--- src/design/slcrc_pkg.sv ---
// ----------------------------------------------------------------------------
// slcrc_pkg
// Shared types, constants and the CRC-16/MODBUS byte update for the
// sync/length framed receiver.
// ----------------------------------------------------------------------------
`default_nettype none

package slcrc_pkg;

	localparam int BYTE_W          = 8;
	localparam int CRC_W           = 16;
	localparam int DEF_FRAME_BYTES = 17;
	localparam int DEF_MAX_PAYLOAD = 12;
	localparam int PAYLOAD_START   = 3;
	localparam int PADDR_W         = 3;
	localparam int PDATA_W         = 32;

	localparam logic [CRC_W-1:0]  CRC_INIT        = 16'hFFFF;
	localparam logic [CRC_W-1:0]  CRC_POLY        = 16'hA001;
	localparam logic [BYTE_W-1:0] SYNC_FIRST_RST  = 8'h42;
	localparam logic [BYTE_W-1:0] SYNC_SECOND_RST = 8'h4C;

	// result status codes
	typedef enum logic [1:0] {
		STAT_PAYLOAD = 2'd0,
		STAT_EMPTY   = 2'd1,
		STAT_CRC_BAD = 2'd2,
		STAT_LEN_BAD = 2'd3
	} status_t;

	// register index on the config port
	typedef enum logic {
		REG_SYNC_FIRST  = 1'b0,
		REG_SYNC_SECOND = 1'b1
	} reg_idx_t;

	// controller states
	typedef enum logic {
		ST_RUN   = 1'b0,
		ST_DRAIN = 1'b1
	} state_t;

	// datapath to controller
	typedef struct packed {
		logic at_last;       // next byte is the crc high byte
		logic good_payload;  // frame checks out and has payload to emit
		logic out_busy;      // output register holds an item not taken this cycle
		logic drain_last;    // current drain slot is the final one
	} dp_status_t;

	// controller to datapath
	typedef struct packed {
		logic accept;        // input item taken this cycle
		logic load_status;   // load a single status/error result
		logic start_drain;   // rewind the payload read pointer
		logic drain_step;    // emit the next stored payload byte
	} dp_cmd_t;

	// one byte through the reflected crc, bit at a time
	function automatic logic [CRC_W-1:0] crc_add(input logic [CRC_W-1:0] crc_in,
		input logic [BYTE_W-1:0] b);
		logic [CRC_W-1:0] c;
		c = crc_in ^ {{(CRC_W-BYTE_W){1'b0}}, b};
		for (int k = 0; k < BYTE_W; k++) begin
			if (c[0]) begin
				c = (c >> 1) ^ CRC_POLY;
			end else begin
				c = c >> 1;
			end
		end
		return c;
	endfunction

endpackage

`default_nettype wire

--- src/design/slcrc_ctrl.sv ---
// ----------------------------------------------------------------------------
// slcrc_ctrl
// Controller: gates the input, starts the payload drain on a good frame and
// steps it one item per cycle as the output frees up.
// ----------------------------------------------------------------------------
`default_nettype none

module slcrc_ctrl
	import slcrc_pkg::*;
(
	input  wire logic       clk,
	input  wire logic       arst_n,
	input  wire logic       in_valid,
	output logic            in_ready,
	input  wire dp_status_t st,
	output dp_cmd_t         cmd
);

	state_t state_q, state_next;

	// state register
	always_ff @(posedge clk or negedge arst_n) begin
		if (!arst_n) begin
			state_q <= ST_RUN;
		end else begin
			state_q <= state_next;
		end
	end

	// next state
	always_comb begin
		state_next = state_q;
		case (state_q)
			ST_RUN: begin
				if (cmd.accept && st.at_last && st.good_payload) begin
					state_next = ST_DRAIN;
				end
			end
			ST_DRAIN: begin
				if (!st.out_busy && st.drain_last) begin
					state_next = ST_RUN;
				end
			end
			default: state_next = ST_RUN;
		endcase
	end

	// outputs
	always_comb begin
		in_ready        = 1'b0;
		cmd             = '0;
		case (state_q)
			ST_RUN: begin
				// the crc high byte produces a result, so it waits for room
				in_ready   = !(st.at_last && st.out_busy);
				cmd.accept = in_valid && in_ready;
				if (cmd.accept && st.at_last) begin
					cmd.start_drain = st.good_payload;
					cmd.load_status = !st.good_payload;
				end
			end
			ST_DRAIN: begin
				cmd.drain_step = !st.out_busy;
			end
			default: begin
				in_ready = 1'b0;
			end
		endcase
	end

endmodule

`default_nettype wire

--- src/design/slcrc_dp.sv ---
// ----------------------------------------------------------------------------
// slcrc_dp
// Datapath: frame position, running crc, length and crc low byte, payload
// store and the output register.
// ----------------------------------------------------------------------------
`default_nettype none

module slcrc_dp
	import slcrc_pkg::*;
#(
	parameter int FRAME_BYTES = DEF_FRAME_BYTES,
	parameter int MAX_PAYLOAD = DEF_MAX_PAYLOAD
) (
	input  wire logic              clk,
	input  wire logic              arst_n,
	input  wire logic [BYTE_W-1:0] sync_first,
	input  wire logic [BYTE_W-1:0] sync_second,
	input  wire logic [BYTE_W-1:0] rx_byte,
	input  wire dp_cmd_t           cmd,
	output dp_status_t             st,
	output logic                   out_valid,
	input  wire logic              out_ready,
	output logic [BYTE_W-1:0]      payload_byte,
	output logic [1:0]             frame_status,
	output logic                   last_of_frame
);

	localparam int POS_W = $clog2(FRAME_BYTES);
	localparam int IDX_W = (MAX_PAYLOAD > 1) ? $clog2(MAX_PAYLOAD) : 1;
	localparam logic [POS_W-1:0]  POS_SYNC2  = POS_W'(1);
	localparam logic [POS_W-1:0]  POS_LEN    = POS_W'(2);
	localparam logic [POS_W-1:0]  POS_CRC_LO = POS_W'(FRAME_BYTES - 2);
	localparam logic [POS_W-1:0]  POS_CRC_HI = POS_W'(FRAME_BYTES - 1);
	localparam logic [BYTE_W-1:0] MAX_LEN    = BYTE_W'(MAX_PAYLOAD);
	localparam logic [BYTE_W-1:0] START_OFS  = BYTE_W'(PAYLOAD_START);

	logic [POS_W-1:0]  pos_q;
	logic [CRC_W-1:0]  crc_q;
	logic [BYTE_W-1:0] len_q;
	logic [BYTE_W-1:0] crc_lo_q;
	logic [BYTE_W-1:0] store_q [MAX_PAYLOAD];
	logic [IDX_W-1:0]  drain_idx_q;
	logic              out_valid_q;
	logic [BYTE_W-1:0] out_byte_q;
	status_t           out_stat_q;
	logic              out_last_q;

	logic [CRC_W-1:0]  crc_upd;
	logic [BYTE_W-1:0] pos_ext;
	logic [BYTE_W-1:0] slot;
	logic              store_wr;
	logic              crc_bad;
	logic              len_bad;
	logic              len_empty;
	status_t           verdict;
	logic [BYTE_W-1:0] drain_next;

	// byte crc update and store slot for the current position
	always_comb begin
		crc_upd  = crc_add((pos_q == '0) ? CRC_INIT : crc_q, rx_byte);
		pos_ext  = {{(BYTE_W-POS_W){1'b0}}, pos_q};
		slot     = pos_ext - START_OFS;
		store_wr = (pos_ext >= START_OFS) && (pos_q < POS_CRC_LO) && (slot < MAX_LEN);
	end

	// frame check on the crc high byte
	always_comb begin
		crc_bad   = {rx_byte, crc_lo_q} != crc_q;
		len_bad   = len_q > MAX_LEN;
		len_empty = len_q == '0;
		if (crc_bad) begin
			verdict = STAT_CRC_BAD;
		end else if (len_bad) begin
			verdict = STAT_LEN_BAD;
		end else if (len_empty) begin
			verdict = STAT_EMPTY;
		end else begin
			verdict = STAT_PAYLOAD;
		end
	end

	// drain position versus declared length
	assign drain_next = {{(BYTE_W-IDX_W){1'b0}}, drain_idx_q} + BYTE_W'(1);

	always_comb begin
		st.at_last      = pos_q == POS_CRC_HI;
		st.good_payload = verdict == STAT_PAYLOAD;
		st.out_busy     = out_valid_q && !out_ready;
		st.drain_last   = drain_next == len_q;
	end

	// frame position and running crc
	always_ff @(posedge clk or negedge arst_n) begin
		if (!arst_n) begin
			pos_q    <= '0;
			crc_q    <= CRC_INIT;
			len_q    <= '0;
			crc_lo_q <= '0;
		end else if (cmd.accept) begin
			if (pos_q == '0) begin
				if (rx_byte == sync_first) begin
					crc_q <= crc_upd;
					pos_q <= POS_SYNC2;
				end
			end else if (pos_q == POS_SYNC2) begin
				if (rx_byte == sync_second) begin
					crc_q <= crc_upd;
					pos_q <= POS_LEN;
				end else begin
					crc_q <= CRC_INIT;
					pos_q <= '0;
				end
			end else if (pos_q < POS_CRC_LO) begin
				if (pos_q == POS_LEN) begin
					len_q <= rx_byte;
				end
				crc_q <= crc_upd;
				pos_q <= pos_q + POS_W'(1);
			end else if (pos_q == POS_CRC_LO) begin
				crc_lo_q <= rx_byte;
				pos_q    <= pos_q + POS_W'(1);
			end else begin
				crc_q <= CRC_INIT;
				pos_q <= '0;
			end
		end
	end

	// payload store, no reset
	always_ff @(posedge clk) begin
		if (cmd.accept && store_wr) begin
			store_q[IDX_W'(slot)] <= rx_byte;
		end
	end

	// drain read pointer
	always_ff @(posedge clk or negedge arst_n) begin
		if (!arst_n) begin
			drain_idx_q <= '0;
		end else if (cmd.start_drain) begin
			drain_idx_q <= '0;
		end else if (cmd.drain_step) begin
			drain_idx_q <= drain_idx_q + IDX_W'(1);
		end
	end

	// output valid
	always_ff @(posedge clk or negedge arst_n) begin
		if (!arst_n) begin
			out_valid_q <= 1'b0;
		end else if (cmd.load_status || cmd.drain_step) begin
			out_valid_q <= 1'b1;
		end else if (out_ready) begin
			out_valid_q <= 1'b0;
		end
	end

	// output payload
	always_ff @(posedge clk) begin
		if (cmd.load_status) begin
			out_byte_q <= '0;
			out_stat_q <= verdict;
			out_last_q <= 1'b1;
		end else if (cmd.drain_step) begin
			out_byte_q <= store_q[drain_idx_q];
			out_stat_q <= STAT_PAYLOAD;
			out_last_q <= st.drain_last;
		end
	end

	assign out_valid     = out_valid_q;
	assign payload_byte  = out_byte_q;
	assign frame_status  = out_stat_q;
	assign last_of_frame = out_last_q;

endmodule

`default_nettype wire

--- src/design/sync_length_crc16_frame_receiver.sv ---
// Output: a status item is in the output register at the edge that takes the
// crc high byte; the first payload byte of a good frame follows in the cycle after.
// Flow: one byte per cycle while a frame is collected, unless the crc high byte
// waits on a held output; the input stalls while a good frame drains.
// Reset: arst_n returns to the hunt with the crc at all ones and loads the reset
// sync bytes; the payload store and the output data are not reset.
// ----------------------------------------------------------------------------
// sync_length_crc16_frame_receiver
// Hunts two sync bytes, collects a fixed-size frame, checks CRC-16/MODBUS and
// emits the payload bytes or one status item per frame.
// ----------------------------------------------------------------------------
`default_nettype none

module sync_length_crc16_frame_receiver
	import slcrc_pkg::*;
#(
	parameter int FRAME_BYTES = DEF_FRAME_BYTES,
	parameter int MAX_PAYLOAD = DEF_MAX_PAYLOAD
) (
	input  wire logic               clk,
	input  wire logic               arst_n,
	input  wire logic               psel,
	input  wire logic               penable,
	input  wire logic               pwrite,
	input  wire logic [PADDR_W-1:0] paddr,
	input  wire logic [PDATA_W-1:0] pwdata,
	output logic      [PDATA_W-1:0] prdata,
	output logic                    pready,
	input  wire logic               in_valid,
	output logic                    in_ready,
	input  wire logic [BYTE_W-1:0]  rx_byte,
	output logic                    out_valid,
	input  wire logic               out_ready,
	output logic [BYTE_W-1:0]       payload_byte,
	output logic [1:0]              frame_status,
	output logic                    last_of_frame
);

	logic [BYTE_W-1:0] sync_first_q;
	logic [BYTE_W-1:0] sync_second_q;
	reg_idx_t          reg_sel;
	logic              cfg_wr;
	dp_status_t        st;
	dp_cmd_t           cmd;

	// config port decode
	assign pready  = 1'b1;
	assign reg_sel = reg_idx_t'(paddr[PADDR_W-1:2]);
	assign cfg_wr  = psel && penable && pwrite;

	// sync byte registers
	always_ff @(posedge clk or negedge arst_n) begin
		if (!arst_n) begin
			sync_first_q  <= SYNC_FIRST_RST;
			sync_second_q <= SYNC_SECOND_RST;
		end else if (cfg_wr) begin
			case (reg_sel)
				REG_SYNC_FIRST:  sync_first_q  <= pwdata[BYTE_W-1:0];
				REG_SYNC_SECOND: sync_second_q <= pwdata[BYTE_W-1:0];
				default: ;
			endcase
		end
	end

	// register read back
	always_comb begin
		case (reg_sel)
			REG_SYNC_FIRST:  prdata = {{(PDATA_W-BYTE_W){1'b0}}, sync_first_q};
			REG_SYNC_SECOND: prdata = {{(PDATA_W-BYTE_W){1'b0}}, sync_second_q};
			default:         prdata = '0;
		endcase
	end

	slcrc_ctrl u_ctrl (
		.clk      (clk),
		.arst_n   (arst_n),
		.in_valid (in_valid),
		.in_ready (in_ready),
		.st       (st),
		.cmd      (cmd)
	);

	slcrc_dp #(
		.FRAME_BYTES (FRAME_BYTES),
		.MAX_PAYLOAD (MAX_PAYLOAD)
	) u_dp (
		.clk           (clk),
		.arst_n        (arst_n),
		.sync_first    (sync_first_q),
		.sync_second   (sync_second_q),
		.rx_byte       (rx_byte),
		.cmd           (cmd),
		.st            (st),
		.out_valid     (out_valid),
		.out_ready     (out_ready),
		.payload_byte  (payload_byte),
		.frame_status  (frame_status),
		.last_of_frame (last_of_frame)
	);

endmodule

`default_nettype wire
--- config.mk ---
export PLATFORM = sky130hd
export DESIGN_NAME = sync_length_crc16_frame_receiver
export DESIGN_NICKNAME = d
export VERILOG_FILES = /design/src/design/slcrc_pkg.sv /design/src/design/slcrc_ctrl.sv /design/src/design/slcrc_dp.sv /design/src/design/sync_length_crc16_frame_receiver.sv
export SDC_FILE = /design/constraint.sdc
export NUM_CORES = 1
export LEC_CHECK = 0
export BUFFER_PORTS_ARGS = -buffer_cell sky130_fd_sc_hd__buf_2
export CAP_MARGIN = 25
export CORE_MARGIN = 3
export CORE_UTILIZATION = 58
export CTS_CLUSTER_SIZE = 40
export DETAILED_ROUTE_END_ITERATION = 10
export PLACE_DENSITY_LB_ADDON = 0.1
export SLEW_MARGIN = 20
export SYNTH_ARGS = -nofsm -noshare
export SYNTH_HDL_FRONTEND = slang
export SYNTH_SLANG_ARGS = --single-unit
--- constraint.sdc ---
create_clock -name clk -period 2.47 [get_ports clk]
set_clock_uncertainty 0.15 [all_clocks]
set_input_delay 0.1235 -clock clk [delete_from_list [all_inputs] [get_ports clk]]
set_output_delay 0.1235 -clock clk [all_outputs]
set_load 0.01 [all_outputs]
==> impl_metrics.json <==
{
  "wl_per_cell_um": 20.6,
  "cts-htree-levels": 4,
  "drtIter0Drc": 426,
  "grt_pass1_vias": 4764,
  "io_pins": 96,
  "place_congestion": 0.953,
  "numCtsBuffers": 17,
  "worstSetupStartpointType": "flop",
  "grt_util_met2_pct": 38.5,
  "drive_gt1_share_pct": 34.8,
  "end_kind": "flop",
  "synthArstFlopShare_pct": 35.5,
  "drv_slew": 0,
  "path_max_fanout": 7,
  "cts_tree": "yes",
  "clock_path_buffers": 2,
  "path_class": "flop to flop",
  "status": "completed",
  "tightest_slew_ps": 516,
  "synthTopCellsByArea": "edfxtp_1 (36%), dfrtp_1 (12%), dfstp_2 (6.8%)",
  "core_area_um2": 13500,
  "yosysTopAreaCell": "edfxtp_1",
  "synth_flop_cell": "edfxtp_1",
  "crit-reg2reg-capture": "u_dp.pos_q[2]",
  "ff_latch_area_um2": 4630,
  "fin_crit_sh_pct": 97.6,
  "min_period_ps": 2410,
  "syn_area_per_cell_um2": 14.5,
  "powerDensity_nw_per_um2": 961,
  "route.detailed.drc": 0,
  "viasPerCell": 5.81,
  "worst_skew_pair.late_latency_ps": 430,
  "fp.dieW_um": 124,
  "grt_usage_pct": 24.0,
  "p_leak_uw": 0.00356,
  "cts.sinks": 166,
  "relSlewSlack_pct": 65.2,
  "setup_viol": 0,
  "fin_hold_ws_ps": 16.7,
  "drt-total-wl_um": 17100,
  "crit_end": "u_dp.pos_q[2]",
  "num_rows": 42,
  "final_area_um2": 9270,
  "maxCapViolations": 0,
  "fmax_ghz": 0.415,
  "fillers": 907,
  "grt_overflow": 0,
  "top_usage_layer": "met2",
  "ir_drop_mv": 0.644,
  "grt_max_degree": 27,
  "multi_input_area_um2": 3190,
  "grt_pass1_wl_um": 26700,
  "r2r-start": "u_dp.pos_q[0]",
  "hold_viol": 0,
  "dpl.hpwl_um": 11700,
  "root_buffer": "clkbuf_16",
  "antenna_found_initial": 0,
  "fin_nets": 697,
  "synth-seq-cells": 166,
  "start_util_pct": 60.0,
  "syn_to_final_growth_pct": 14.8,
  "diodes": 0,
  "dpl_cell_area_um2": 8530,
  "fp.dieH_um": 124,
  "use_met1_pct": 33.6,
  "io_buffer_count": 44,
  "rsz0062_at_grt": "true",
  "cp.arrival_ps": 2560,
  "ys_warn_count": 0,
  "reg2reg_slack_ps": 60,
  "setup-tns-final_ps": 0,
  "antenna_left": 0,
  "synth_edf_count": 98,
  "yosysSeqAreaShare_pct": 57.3,
  "synth_top_area_share_pct": 36.4,
  "cp-startpoint": "u_dp.pos_q[0]",
  "met3_usage_pct": 4.59,
  "rr_worst_depth": 8,
  "utilization_pct": 68.9,
  "ys_types": 64,
  "die_area_um2": 15400,
  "worstPathRequired_ps": 2620,
  "drtPass1Iterations": 5,
  "syn_inst": 558,
  "vias": 4809,
  "clkSlewWorstSetupHoldPaths_ps": 70,
  "syn-cell-area_um2": 8080,
  "hp-class": "input pin to asynchronous set/reset pin"
}
-- through the flow --
step	setup WS (ps)	total power, uW	std cells
3_5_place_dp	27.7	6310	779
6_report	58.8	8910	828
2_1_floorplan	200	5730	581
5_1_grt	-75.6	9360	828
3_3_place_gp	122	6220	779
4_1_cts	33.5	8840	823
-- cells in the final DEF (no fill, tap or decap), types with 7 or more instances in the layout --
cell type,netlist,final
ha_1,8,8
nor2_1,25,25
nand2_1,22,22
o32a_1,11,11
clkbuf_16,0,18
nand2b_1,8,8
and2_1,14,8
xnor2_1,28,28
nand3_1,7,7
edfxtp_1,98,98
dfxtp_1,9,9
mux2_2,48,48
buf_4,27,34
mux4_2,24,24
xor2_1,32,32
dfstp_2,21,21
buf_2,17,44
dfrtp_1,38,38
dlygate4sd3_1,0,12
conb_1,2,25
a21oi_1,16,16
-- power by group --
part           internal (uW)  switching [uW]
combinational           1450            1240
sequential              3360             369
clock                   1370            1130
total                   6180            2740
-- final cells by class --
cell class	count	share of cell area, %
Clock buffer	18	4.86
Clock inverter	14	1.23
Inverter	5	0.202
Multi-Input combinational cell	356	34.4
Sequential cell	166	49.9
Tap cell	176	2.37
Timing Repair Buffer	93	7.07
-- metal layers --
layer,routed length (um),up-vias
met4,229,0
met5,0,-
li1,-,2192
met3,1040,23
met2,8210,178
met1,7580,2416
-- cells by family (layout without fill, tap and decap cells) --
| logic type | after synthesis | after routing | synth area share (%) |
|---|---|---|---|
| compound gates | 64 | 64 | 5.95 |
| mux | 79 | 79 | 14.3 |
| fa+ha+maj | 8 | 8 | 1.24 |
| other cells | 2 | 25 | 0.0930 |
| xor+xnor | 70 | 70 | 8.91 |
| flops | 166 | 166 | 57.3 |
| simple gates | 110 | 110 | 7.81 |
| buf+inv | 59 | 130 | 4.45 |
-- worst min-delay path by stage --
stage,depth (start not counted),from,end
floorplan,0,arst_n,sync_first_q[0]
global placement,1,arst_n,u_dp.drain_idx_q[0]
detailed placement,1,arst_n,u_dp.drain_idx_q[0]
CTS,2,arst_n,u_dp.drain_idx_q[0]
global route,1,rx_byte[4],u_dp.store_q[5][4]
finish,2,arst_n,u_dp.drain_idx_q[0]
-- timing repair --
action                     in CTS  in global routing
hold buffers                   12                  0
setup endpoints to repair      16                 97
gates cloned                    0                  0
gates resized for setup         2                  5
setup buffers                   0                  5
hold endpoints to repair       61                  0
pin swaps                       0                  2
-- state kept, by name, indices dropped and copies added, names as in the netlist --
name / cells
u_dp.drain_idx_q: 4
u_dp.last_of_frame: 1
sync_second_q: 8
u_dp.len_q: 8
u_dp.crc_q: 16
u_dp.payload_byte: 8
u_ctrl.state_q: 1
u_dp.out_valid: 1
u_dp.frame_status: 2
u_dp.crc_lo_q: 8
sync_first_q: 8
u_dp.store_q: 96
u_dp.pos_q: 5
-- cells in the mapped netlist, drive strengths merged (4+ instances only) --
cell type and n:
nand3 7, mux2 49, o32a 11, nand4 5
xnor3 5, mux2i 6, nor3 4, xor2 33
o22a 5, dfstp 21, nand2b 9, o21ai 6
buf 48, and2 14, ha 8, dfrtp 38
nand2 22, inv 5, edfxtp 98, clkbuf 6
o31ai 6, xnor2 32, dfxtp 9, nor2b 4
mux4 24, nor4 8, a21oi 17, o22ai 6
nor2 26
-- critical path, cell delays in order, from the launching register on --
cell	delay, ps
dfrtp_1	460
inv_1	140
ha_1	220
or4b_4	540
o211ai_1	220
buf_4	180
nor2_1	40
o31ai_1	230
o31ai_1	110
No activity file was read; power rests on OpenSTA's default activity.
